`config.mk`:
```
export PLATFORM = sky130hd
export DESIGN_NAME = delta_list_sleep_timer
export DESIGN_NICKNAME = d
export VERILOG_FILES = /design/src/dlst_pkg.sv /design/src/delta_list_sleep_timer.sv /design/src/dlst_ram.sv
export VERILOG_INCLUDE_DIRS = /design/src /design/src/src
export SDC_FILE = /design/constraint.sdc
export NUM_CORES = 2
export LEC_CHECK = 0
export BUFFER_PORTS_ARGS = -buffer_cell sky130_fd_sc_hd__buf_2
export CAP_MARGIN = 0
export CORE_MARGIN = 2
export CORE_UTILIZATION = 40
export DETAILED_ROUTE_END_ITERATION = 10
export GPL_TIMING_DRIVEN = 0
export PLACE_DENSITY = 0.63
export SYNTH_ARGS = -nofsm -noshare
export SYNTH_HDL_FRONTEND = slang
export SYNTH_SLANG_ARGS = --single-unit
```
`constraint.sdc`:
```
create_clock -name clk -period 8.2 [get_ports clk]
set_clock_uncertainty 0.05 [all_clocks]
set_input_delay 0.41 -clock clk [delete_from_list [all_inputs] [get_ports clk]]
set_output_delay 0.41 -clock clk [all_outputs]
set_load 0.03 [all_outputs]
```
`src/delta_list_sleep_timer_assert.svh`:
```
// ----------------------------------------------------------------------------
// delta list sleep timer assertion macros
// clocked checks, masked while reset is asserted
// ----------------------------------------------------------------------------
`ifndef DELTA_LIST_SLEEP_TIMER_ASSERT_SVH
`define DELTA_LIST_SLEEP_TIMER_ASSERT_SVH

// check a property at every rising clock edge outside reset
`define DLST_ASSERT(label, prop) \
    label: assert property (@(posedge clk) disable iff (!rst_n) (prop)) \
        else $error("dlst check failed");

// implication form: antecedent and consequent in the same cycle
`define DLST_ASSERT_IMP(label, ante, cons) \
    `DLST_ASSERT(label, (ante) |-> (cons))

`endif

```
`src/dlst_pkg.sv`:
```
// ----------------------------------------------------------------------------
// dlst_pkg
// shared types and codes for the delta list sleep timer
// ----------------------------------------------------------------------------
package dlst_pkg;

    localparam int DEF_ENTRIES = 16;
    localparam int DEF_THREADS = 16;
    localparam int DELTA_W     = 32;

    localparam logic FUNC_TICK  = 1'b0;
    localparam logic FUNC_SLEEP = 1'b1;

    localparam logic [1:0] KIND_WOKEN  = 2'd0;
    localparam logic [1:0] KIND_ACCEPT = 2'd1;
    localparam logic [1:0] KIND_REJECT = 2'd2;

    typedef enum logic [2:0] {
        ST_IDLE,
        ST_TICK,
        ST_WAKE,
        ST_SCMP,
        ST_INS,
        ST_LINK,
        ST_RES
    } state_t;

endpackage

```
`src/delta_list_sleep_timer.sv`:
```
// ----------------------------------------------------------------------------
// delta_list_sleep_timer
// delta list of sleeping threads, woken by timer ticks
// ----------------------------------------------------------------------------
// usage
//   input channel (in_valid / in_stall) carries one request: func 0 is a
//   timer tick, func 1 a sleep request of delay ticks for thread_id
//   output channel (out_valid / out_stall) carries results: kind, thread
//   and last, which marks the final result of a request
//   a sleep request walks the list from the head, one entry ram read per
//   cycle; an insert then writes the new entry and, if it has a
//   predecessor, the link of that entry
//   a tick that expires the head then scans the waiter mask, one thread
//   per cycle unless the receiver stalls
//   one request is in work at a time; in_stall is high while it runs
//   the result register lets a new request in while a result still waits
//   a stalled receiver holds the scan or the final step until it frees
//   reset empties the list at once: no clearing pass, the entry ram is
//   only read at slots that are on the list; free slots come from a
//   never-used count and a stack of released slots held in a second ram
// ----------------------------------------------------------------------------
`include "delta_list_sleep_timer_assert.svh"

module delta_list_sleep_timer
    import dlst_pkg::*;
#(
    parameter int ENTRIES = DEF_ENTRIES,
    parameter int THREADS = DEF_THREADS
) (
    input  logic               clk,
    input  logic               rst_n,
    input  logic               in_valid,
    output logic               in_stall,
    input  logic               func,
    input  logic [DELTA_W-1:0] delay,
    input  logic [3:0]         thread_id,
    output logic               out_valid,
    input  logic               out_stall,
    output logic [1:0]         kind,
    output logic [3:0]         woken_thread,
    output logic               last
);

    localparam int IW        = $clog2(ENTRIES);
    localparam int TW        = $clog2(THREADS);
    localparam int WAIT_LSB  = IW;
    localparam int DELTA_LSB = IW + THREADS;
    localparam int EW        = IW + THREADS + DELTA_W;
    localparam logic [IW:0] FULL = (IW + 1)'(ENTRIES);

    // control state
    state_t             state_reg, state_next;
    logic [IW-1:0]      head_reg, head_next;
    logic [IW:0]        used_reg, used_next;
    logic [IW:0]        sp_reg, sp_next;
    logic [IW:0]        fresh_reg, fresh_next;
    logic               out_valid_reg, out_valid_next;

    // request payload and walk state
    logic [DELTA_W-1:0] d_reg, d_next;
    logic [IW:0]        rem_reg, rem_next;
    logic [IW-1:0]      cur_reg, cur_next;
    logic [IW-1:0]      prev_reg, prev_next;
    logic               have_prev_reg, have_prev_next;
    logic [EW-IW-1:0]   prev_data_reg, prev_data_next;
    logic [IW-1:0]      link_tgt_reg, link_tgt_next;
    logic [IW-1:0]      new_slot_reg, new_slot_next;
    logic [3:0]         tid_reg, tid_next;
    logic [TW-1:0]      tmod_reg, tmod_next;
    logic [1:0]         res_kind_reg, res_kind_next;
    logic [THREADS-1:0] mask_reg, mask_next;
    logic [TW-1:0]      t_reg, t_next;
    logic [1:0]         out_kind_reg, out_kind_next;
    logic [3:0]         out_thread_reg, out_thread_next;
    logic               out_last_reg, out_last_next;

    // entry ram
    logic               ent_wr_en;
    logic [IW-1:0]      ent_wr_addr, ent_rd_addr;
    logic [EW-1:0]      ent_wr_data, ent_rd_data;
    logic [DELTA_W-1:0] e_delta;
    logic [THREADS-1:0] e_wait;
    logic [IW-1:0]      e_link;

    // free slot stack ram
    logic               stk_wr_en;
    logic [IW-1:0]      stk_rd_addr, stk_rd_data;
    logic [IW-1:0]      alloc_slot;

    logic               out_free;
    logic [THREADS-1:0] tbit, tclr;
    logic [6:0]         tm;
    logic [3:0]         t_ext;

    assign e_delta = ent_rd_data[DELTA_LSB +: DELTA_W];
    assign e_wait  = ent_rd_data[WAIT_LSB +: THREADS];
    assign e_link  = ent_rd_data[IW-1:0];

    assign stk_rd_addr = sp_reg[IW-1:0] - 1'b1;
    assign alloc_slot  = (sp_reg != '0) ? stk_rd_data : fresh_reg[IW-1:0];

    assign out_free = !out_valid_reg || !out_stall;
    assign tbit     = {{(THREADS-1){1'b0}}, 1'b1} << tmod_reg;
    assign tclr     = {{(THREADS-1){1'b0}}, 1'b1} << t_reg;
    assign t_ext    = 4'(t_reg);

    assign in_stall     = (state_reg != ST_IDLE);
    assign out_valid    = out_valid_reg;
    assign kind         = out_kind_reg;
    assign woken_thread = out_thread_reg;
    assign last         = out_last_reg;

    // thread id folded into the thread range
    always_comb
    begin
        tm = 7'(thread_id);
        for (int i = 0; i < 8; i++)
        begin
            if (tm >= 7'(THREADS))
            begin
                tm = tm - 7'(THREADS);
            end
        end
    end

    dlst_ram #(
        .WIDTH (EW),
        .DEPTH (ENTRIES)
    ) u_entry_ram (
        .clk     (clk),
        .wr_en   (ent_wr_en),
        .wr_addr (ent_wr_addr),
        .wr_data (ent_wr_data),
        .rd_addr (ent_rd_addr),
        .rd_data (ent_rd_data)
    );

    dlst_ram #(
        .WIDTH (IW),
        .DEPTH (ENTRIES)
    ) u_free_ram (
        .clk     (clk),
        .wr_en   (stk_wr_en),
        .wr_addr (sp_reg[IW-1:0]),
        .wr_data (head_reg),
        .rd_addr (stk_rd_addr),
        .rd_data (stk_rd_data)
    );

    // next state
    always_comb
    begin
        state_next = state_reg;
        unique case (state_reg)
            ST_IDLE:
            begin
                if (in_valid)
                begin
                    if (func == FUNC_TICK)
                    begin
                        state_next = (used_reg == '0) ? ST_IDLE : ST_TICK;
                    end
                    else
                    begin
                        state_next = (used_reg == '0) ? ST_INS : ST_SCMP;
                    end
                end
            end
            ST_TICK:
            begin
                state_next = (e_delta != '0) ? ST_IDLE : ST_WAKE;
            end
            ST_WAKE:
            begin
                if (mask_reg == '0)
                begin
                    state_next = ST_IDLE;
                end
            end
            ST_SCMP:
            begin
                priority if (d_reg < e_delta)
                begin
                    state_next = (used_reg == FULL) ? ST_RES : ST_INS;
                end
                else if (d_reg == e_delta)
                begin
                    state_next = ST_RES;
                end
                else if (rem_reg == (IW + 1)'(1))
                begin
                    state_next = (used_reg == FULL) ? ST_RES : ST_INS;
                end
                else
                begin
                    state_next = ST_SCMP;
                end
            end
            ST_INS:
            begin
                state_next = have_prev_reg ? ST_LINK : ST_RES;
            end
            ST_LINK:
            begin
                state_next = ST_RES;
            end
            ST_RES:
            begin
                if (out_free)
                begin
                    state_next = ST_IDLE;
                end
            end
            default:
            begin
                state_next = ST_IDLE;
            end
        endcase
    end

    // datapath and outputs
    always_comb
    begin
        head_next       = head_reg;
        used_next       = used_reg;
        sp_next         = sp_reg;
        fresh_next      = fresh_reg;
        d_next          = d_reg;
        rem_next        = rem_reg;
        cur_next        = cur_reg;
        prev_next       = prev_reg;
        have_prev_next  = have_prev_reg;
        prev_data_next  = prev_data_reg;
        link_tgt_next   = link_tgt_reg;
        new_slot_next   = new_slot_reg;
        tid_next        = tid_reg;
        tmod_next       = tmod_reg;
        res_kind_next   = res_kind_reg;
        mask_next       = mask_reg;
        t_next          = t_reg;
        out_kind_next   = out_kind_reg;
        out_thread_next = out_thread_reg;
        out_last_next   = out_last_reg;
        out_valid_next  = out_valid_reg && out_stall;
        ent_wr_en       = 1'b0;
        ent_wr_addr     = cur_reg;
        ent_wr_data     = ent_rd_data;
        ent_rd_addr     = head_reg;
        stk_wr_en       = 1'b0;

        unique case (state_reg)
            ST_IDLE:
            begin
                d_next         = delay;
                cur_next       = head_reg;
                rem_next       = used_reg;
                have_prev_next = 1'b0;
                tid_next       = thread_id;
                tmod_next      = tm[TW-1:0];
                link_tgt_next  = '0;
            end
            ST_TICK:
            begin
                if (e_delta != '0)
                begin
                    ent_wr_en   = 1'b1;
                    ent_wr_addr = head_reg;
                    ent_wr_data = {e_delta - 1'b1, e_wait, e_link};
                end
                else
                begin
                    // release the head slot onto the free stack
                    stk_wr_en = 1'b1;
                    sp_next   = sp_reg + 1'b1;
                    head_next = e_link;
                    used_next = used_reg - 1'b1;
                    mask_next = e_wait;
                    t_next    = '0;
                end
            end
            ST_WAKE:
            begin
                if (mask_reg != '0)
                begin
                    if (mask_reg[t_reg])
                    begin
                        if (out_free)
                        begin
                            out_valid_next  = 1'b1;
                            out_kind_next   = KIND_WOKEN;
                            out_thread_next = t_ext;
                            out_last_next   = ((mask_reg & ~tclr) == '0);
                            mask_next       = mask_reg & ~tclr;
                            t_next          = t_reg + 1'b1;
                        end
                    end
                    else
                    begin
                        t_next = t_reg + 1'b1;
                    end
                end
            end
            ST_SCMP:
            begin
                priority if (d_reg < e_delta)
                begin
                    if (used_reg == FULL)
                    begin
                        res_kind_next = KIND_REJECT;
                    end
                    else
                    begin
                        // split: the new entry goes in before this one
                        ent_wr_en     = 1'b1;
                        ent_wr_data   = {e_delta - d_reg, e_wait, e_link};
                        link_tgt_next = cur_reg;
                    end
                end
                else if (d_reg == e_delta)
                begin
                    ent_wr_en     = 1'b1;
                    ent_wr_data   = {e_delta, e_wait | tbit, e_link};
                    res_kind_next = KIND_ACCEPT;
                end
                else
                begin
                    d_next         = d_reg - e_delta;
                    prev_next      = cur_reg;
                    prev_data_next = ent_rd_data[EW-1:IW];
                    have_prev_next = 1'b1;
                    rem_next       = rem_reg - 1'b1;
                    cur_next       = e_link;
                    ent_rd_addr    = e_link;
                    link_tgt_next  = '0;
                    if (rem_reg == (IW + 1)'(1) && used_reg == FULL)
                    begin
                        res_kind_next = KIND_REJECT;
                    end
                end
            end
            ST_INS:
            begin
                ent_wr_en     = 1'b1;
                ent_wr_addr   = alloc_slot;
                ent_wr_data   = {d_reg, tbit, link_tgt_reg};
                new_slot_next = alloc_slot;
                used_next     = used_reg + 1'b1;
                res_kind_next = KIND_ACCEPT;
                if (sp_reg != '0)
                begin
                    sp_next = sp_reg - 1'b1;
                end
                else
                begin
                    fresh_next = fresh_reg + 1'b1;
                end
                if (!have_prev_reg)
                begin
                    head_next = alloc_slot;
                end
            end
            ST_LINK:
            begin
                ent_wr_en   = 1'b1;
                ent_wr_addr = prev_reg;
                ent_wr_data = {prev_data_reg, new_slot_reg};
            end
            ST_RES:
            begin
                if (out_free)
                begin
                    out_valid_next  = 1'b1;
                    out_kind_next   = res_kind_reg;
                    out_thread_next = tid_reg;
                    out_last_next   = 1'b1;
                end
            end
            default:
            begin
            end
        endcase
    end

    always_ff @(posedge clk or negedge rst_n)
    begin
        if (!rst_n)
        begin
            state_reg     <= ST_IDLE;
            head_reg      <= '0;
            used_reg      <= '0;
            sp_reg        <= '0;
            fresh_reg     <= '0;
            out_valid_reg <= 1'b0;
        end
        else
        begin
            state_reg     <= state_next;
            head_reg      <= head_next;
            used_reg      <= used_next;
            sp_reg        <= sp_next;
            fresh_reg     <= fresh_next;
            out_valid_reg <= out_valid_next;
        end
    end

    always_ff @(posedge clk)
    begin
        d_reg          <= d_next;
        rem_reg        <= rem_next;
        cur_reg        <= cur_next;
        prev_reg       <= prev_next;
        have_prev_reg  <= have_prev_next;
        prev_data_reg  <= prev_data_next;
        link_tgt_reg   <= link_tgt_next;
        new_slot_reg   <= new_slot_next;
        tid_reg        <= tid_next;
        tmod_reg       <= tmod_next;
        res_kind_reg   <= res_kind_next;
        mask_reg       <= mask_next;
        t_reg          <= t_next;
        out_kind_reg   <= out_kind_next;
        out_thread_reg <= out_thread_next;
        out_last_reg   <= out_last_next;
    end

    // list occupancy never exceeds the store
    `DLST_ASSERT(a_used_bound, used_reg <= FULL)
    // slots on the list are exactly those handed out and not yet released
    `DLST_ASSERT(a_slot_books, used_reg == fresh_reg - sp_reg)
    // a wake result only comes from the waiter scan
    `DLST_ASSERT_IMP(a_wake_src, $rose(out_valid_reg) && out_kind_reg == KIND_WOKEN,
        $past(state_reg) == ST_WAKE)

endmodule

```
`src/dlst_ram.sv`:
```
// ----------------------------------------------------------------------------
// dlst_ram
// generic simple dual port ram, one write port, registered read
// ----------------------------------------------------------------------------
module dlst_ram #(
    parameter int WIDTH = 8,
    parameter int DEPTH = 16
) (
    input  logic                     clk,
    input  logic                     wr_en,
    input  logic [$clog2(DEPTH)-1:0] wr_addr,
    input  logic [WIDTH-1:0]         wr_data,
    input  logic [$clog2(DEPTH)-1:0] rd_addr,
    output logic [WIDTH-1:0]         rd_data
);

    logic [WIDTH-1:0] mem [DEPTH];

    always_ff @(posedge clk)
    begin
        if (wr_en)
        begin
            mem[wr_addr] <= wr_data;
        end
        rd_data <= mem[rd_addr];
    end

endmodule

```
==> reports/qor.txt <==
Slew @ Worst Pin -> 1521 ps
grt peak-use layer -> met2
Clk Latency, worst-skew pair -> 710 ps
CTS Hold Buffers Added -> 35
fin util -> 46.41%
syn avg cell area -> 14.12 um2
Seq cells post-synth -> 1109
top cells by area, synth -> edfxtp_1, mux2i_1, o22ai_1
fraction of layout cells with a size suffix above 1 -> 12.08%
CP Launch Type -> flip-flop
RSZ-0062 raised after global routing -> no
normalized max-slew margin -> -1.392%
M3 GR Usage -> 3.639%
Pwr per Cell Area -> 468.0 nW/um2
CTS Sinks -> 1109
Detailed Place HPWL -> 102.7 mm
first-pass GRT wire length -> 215.4 mm
Die ar. -> 125400 um2
H-tree lvl count -> 3
post-synthesis mux area share -> 10.17%
Longest Clk Path Bufs -> 3
synthesized instance count -> 3472
ys flop type -> edfxtp_1
number of flops mapped to enable cells by yosys -> 1031
Routed WL per cell -> 27.63 um
fin crit share -> 74.89%
Area Growth Syn to Fin -> 15.24%
Die X -> 354.1 um
Clk pin slew, worst setup/hold paths -> 60 ps
post-route setup TNS -> 0 ps
DRC -> 0
Worst EP arrival -> 6420 ps
failing checks -> capacitance limit, slew limit
Fin. Hold Viols -> 0
total gr overflow -> 0
Core Region -> 121700 um2
Slew Viols, Final -> 16
input/output buffers -> 49
worst vdd ir -> 0.0002125 V
Setup Viol. Count Final -> 0
fin nets -> 3850
Final ANT Viol Nets -> 0
Site Rows -> 128
maximum net fanout on the critical path -> 16
Synthesis Warnings -> 0
Synth top area share -> 63.15%
met1 capacity usage during global routing -> 32.60%
initial antenna violation count -> 4
static leakage -> 20.12 nW
Max Fclk -> 0.1628 GHz
Starting Density -> 40.28%
Compound-Gate Fraction of Synth Area -> 11.03%
DRT Wirelength -> 150.4 mm
fraction of registers with async set/reset -> 1.984%
hold_ws -> 82.01 ps
PostCTS Resize Cnt -> 0
post-CTS setup buffer count -> 0
number of distinct library cells after synthesis -> 89
xor and xnor fraction of the mapped netlist area -> 1.286%
iteration count of the initial detailed-routing pass -> 6
Tot GR Track Use -> 23.40%
max reg flops -> 832
status -> finished, violations left
Vias/cell -> 5.865
CP required -> 8480 ps
largest family of logic cells by synthesized area -> compound AO/OA/AOI/OAI gates
crit end category -> flip-flop
DRT iter0 DRCs -> 4081
Post-Synthesis Net Count -> 3602
vias in the first global route -> 31.07k
Placer Congestion -> 0.9850
Num CTS Buffers -> 112
Top Registers -> u_entry_ram.mem x832, u_free_ram.mem x64, u_entry_ram.rd_data x52
Setup CP Type -> reg2reg
Adder-Cell Fraction of Synth Area -> 2.333%
Placement Cell Area -> 52370 um2
min Tclk post-route -> 6141 ps
I/O Pins -> 50
root buffer cell -> clkbuf_16
max cap viols -> 1
Synth area leader -> edfxtp_1
routed vias -> 31.93k
Top reg by flops -> u_entry_ram.mem
Synth Area in Simple Gates -> 5.822%
Hold WC Path Type -> in2reg
pin count of the biggest net entering global routing -> 36
CTS tree -> built
Seq/Total Area, Yosys -> 66.56%
Mapped Area -> 49020 um2
die height -> 354.1 um
met2 Use GR -> 37.41%
final instance area -> 56490 um2
==> layout by cell type, fill, tap and decap left out, drive strengths merged, types with 16 or more instances in the layout <==
cell,n
a211oi,23
a21o,51
a21oi,199
a31oi,26
and2,22
and3,23
buf,212
clkbuf,221
clkinv,54
dfrtp,22
dfxtp,56
dlygate4sd3,35
edfxtp,1031
ha,85
inv,115
mux2i,434
mux4,25
nand2,200
nand3,34
nor2,131
nor3,31
nor4,16
o21ai,166
o22ai,225
or4,55
xnor2,48
xor2,24
==> layout make-up <==
class,instances,area [um2]
repair buffers,134,1530
plain buffers,199,964.7
flip-flops and latches,1109,32630
clock buffers,135,2920
inverters,108,405.4
fillers,10695,65220
diodes,3,7.507
well taps,1625,2033
multi-input cells,2056,15230
clock inverters,76,767.0
==> through the flow <==
stage               instances  setup slack (ps)  power [mW]
floorplan                3472              2855       16.38
detailed placement       5194              2086       21.06
global placement         5146             -1652       20.62
global route             5442              1818       27.52
finish                   5445              2059       26.44
CTS                      5440              2034       26.21
==> power breakdown <==
group          switching (mW)  internal, mW
registers               0.776          8.70
logic                    8.12          3.70
clock network            2.24          2.90
total                    11.1          15.3
==> final timing paths <==
kind | from | endpoint | slack, ps | depth (start not counted)
worst max-delay path | u_entry_ram.rd_data[30] | u_entry_ram.mem[9][20] | 2060 | 12
worst min-delay path | out_stall | out_valid | 80 | 3
worst max register to register | u_entry_ram.rd_data[30] | u_entry_ram.mem[9][20] | 2060 | 12
worst min register to register | fresh_reg[3] | fresh_reg[3] | 420 | 1
max in group asynchronous | rst_n | out_valid | 7550 | 2
min in group asynchronous | rst_n | sp_reg[2] | 170 | 2
==> logic make-up (layout without fill, tap and decap cells) <==
family | Yosys count | after routing
AOI/OAI and AO/OA | 850 | 850
muxes | 466 | 466
other | 0 | 3
and+or+nand+nor | 579 | 579
buffers and inverters | 307 | 652
adders and majority gates | 89 | 89
xor gates and xnor gates | 72 | 72
DFF | 1109 | 1109
==> Yosys cell counts, types with 34 or more instances <==
cell type  number
edfxtp_1     1031
mux2i_1       434
o22ai_1       225
nand2_1       200
a21oi_1       199
o21ai_0       163
nor2_1        131
inv_1         104
clkbuf_1       86
ha_1           85
buf_2          72
dfxtp_1        56
or4_1          55
a21o_1         51
xnor2_1        48
nand3_1        34
==> worst max-delay path: stages (launching register included) <==
cell and delay, ps:
dfxtp_1 450, clkbuf_1 330, inv_1 150, ha_1 220
a21oi_1 190, o21ai_1 130, a221oi_1 750, a211oi_1 230
nor3_1 990, nand2_1 760, o221ai_1 420, a21oi_1 110
nor2_1 960
==> routing by layer <==
layer | vias to the layer above | wire, um
met3 | 305 | 12990
met1 | 16076 | 62820
met4 | 2 | 5257
met5 | - | 13
li1 | 14053 | -
met2 | 1497 | 69350
No activity file was read; power rests on OpenSTA's default activity.
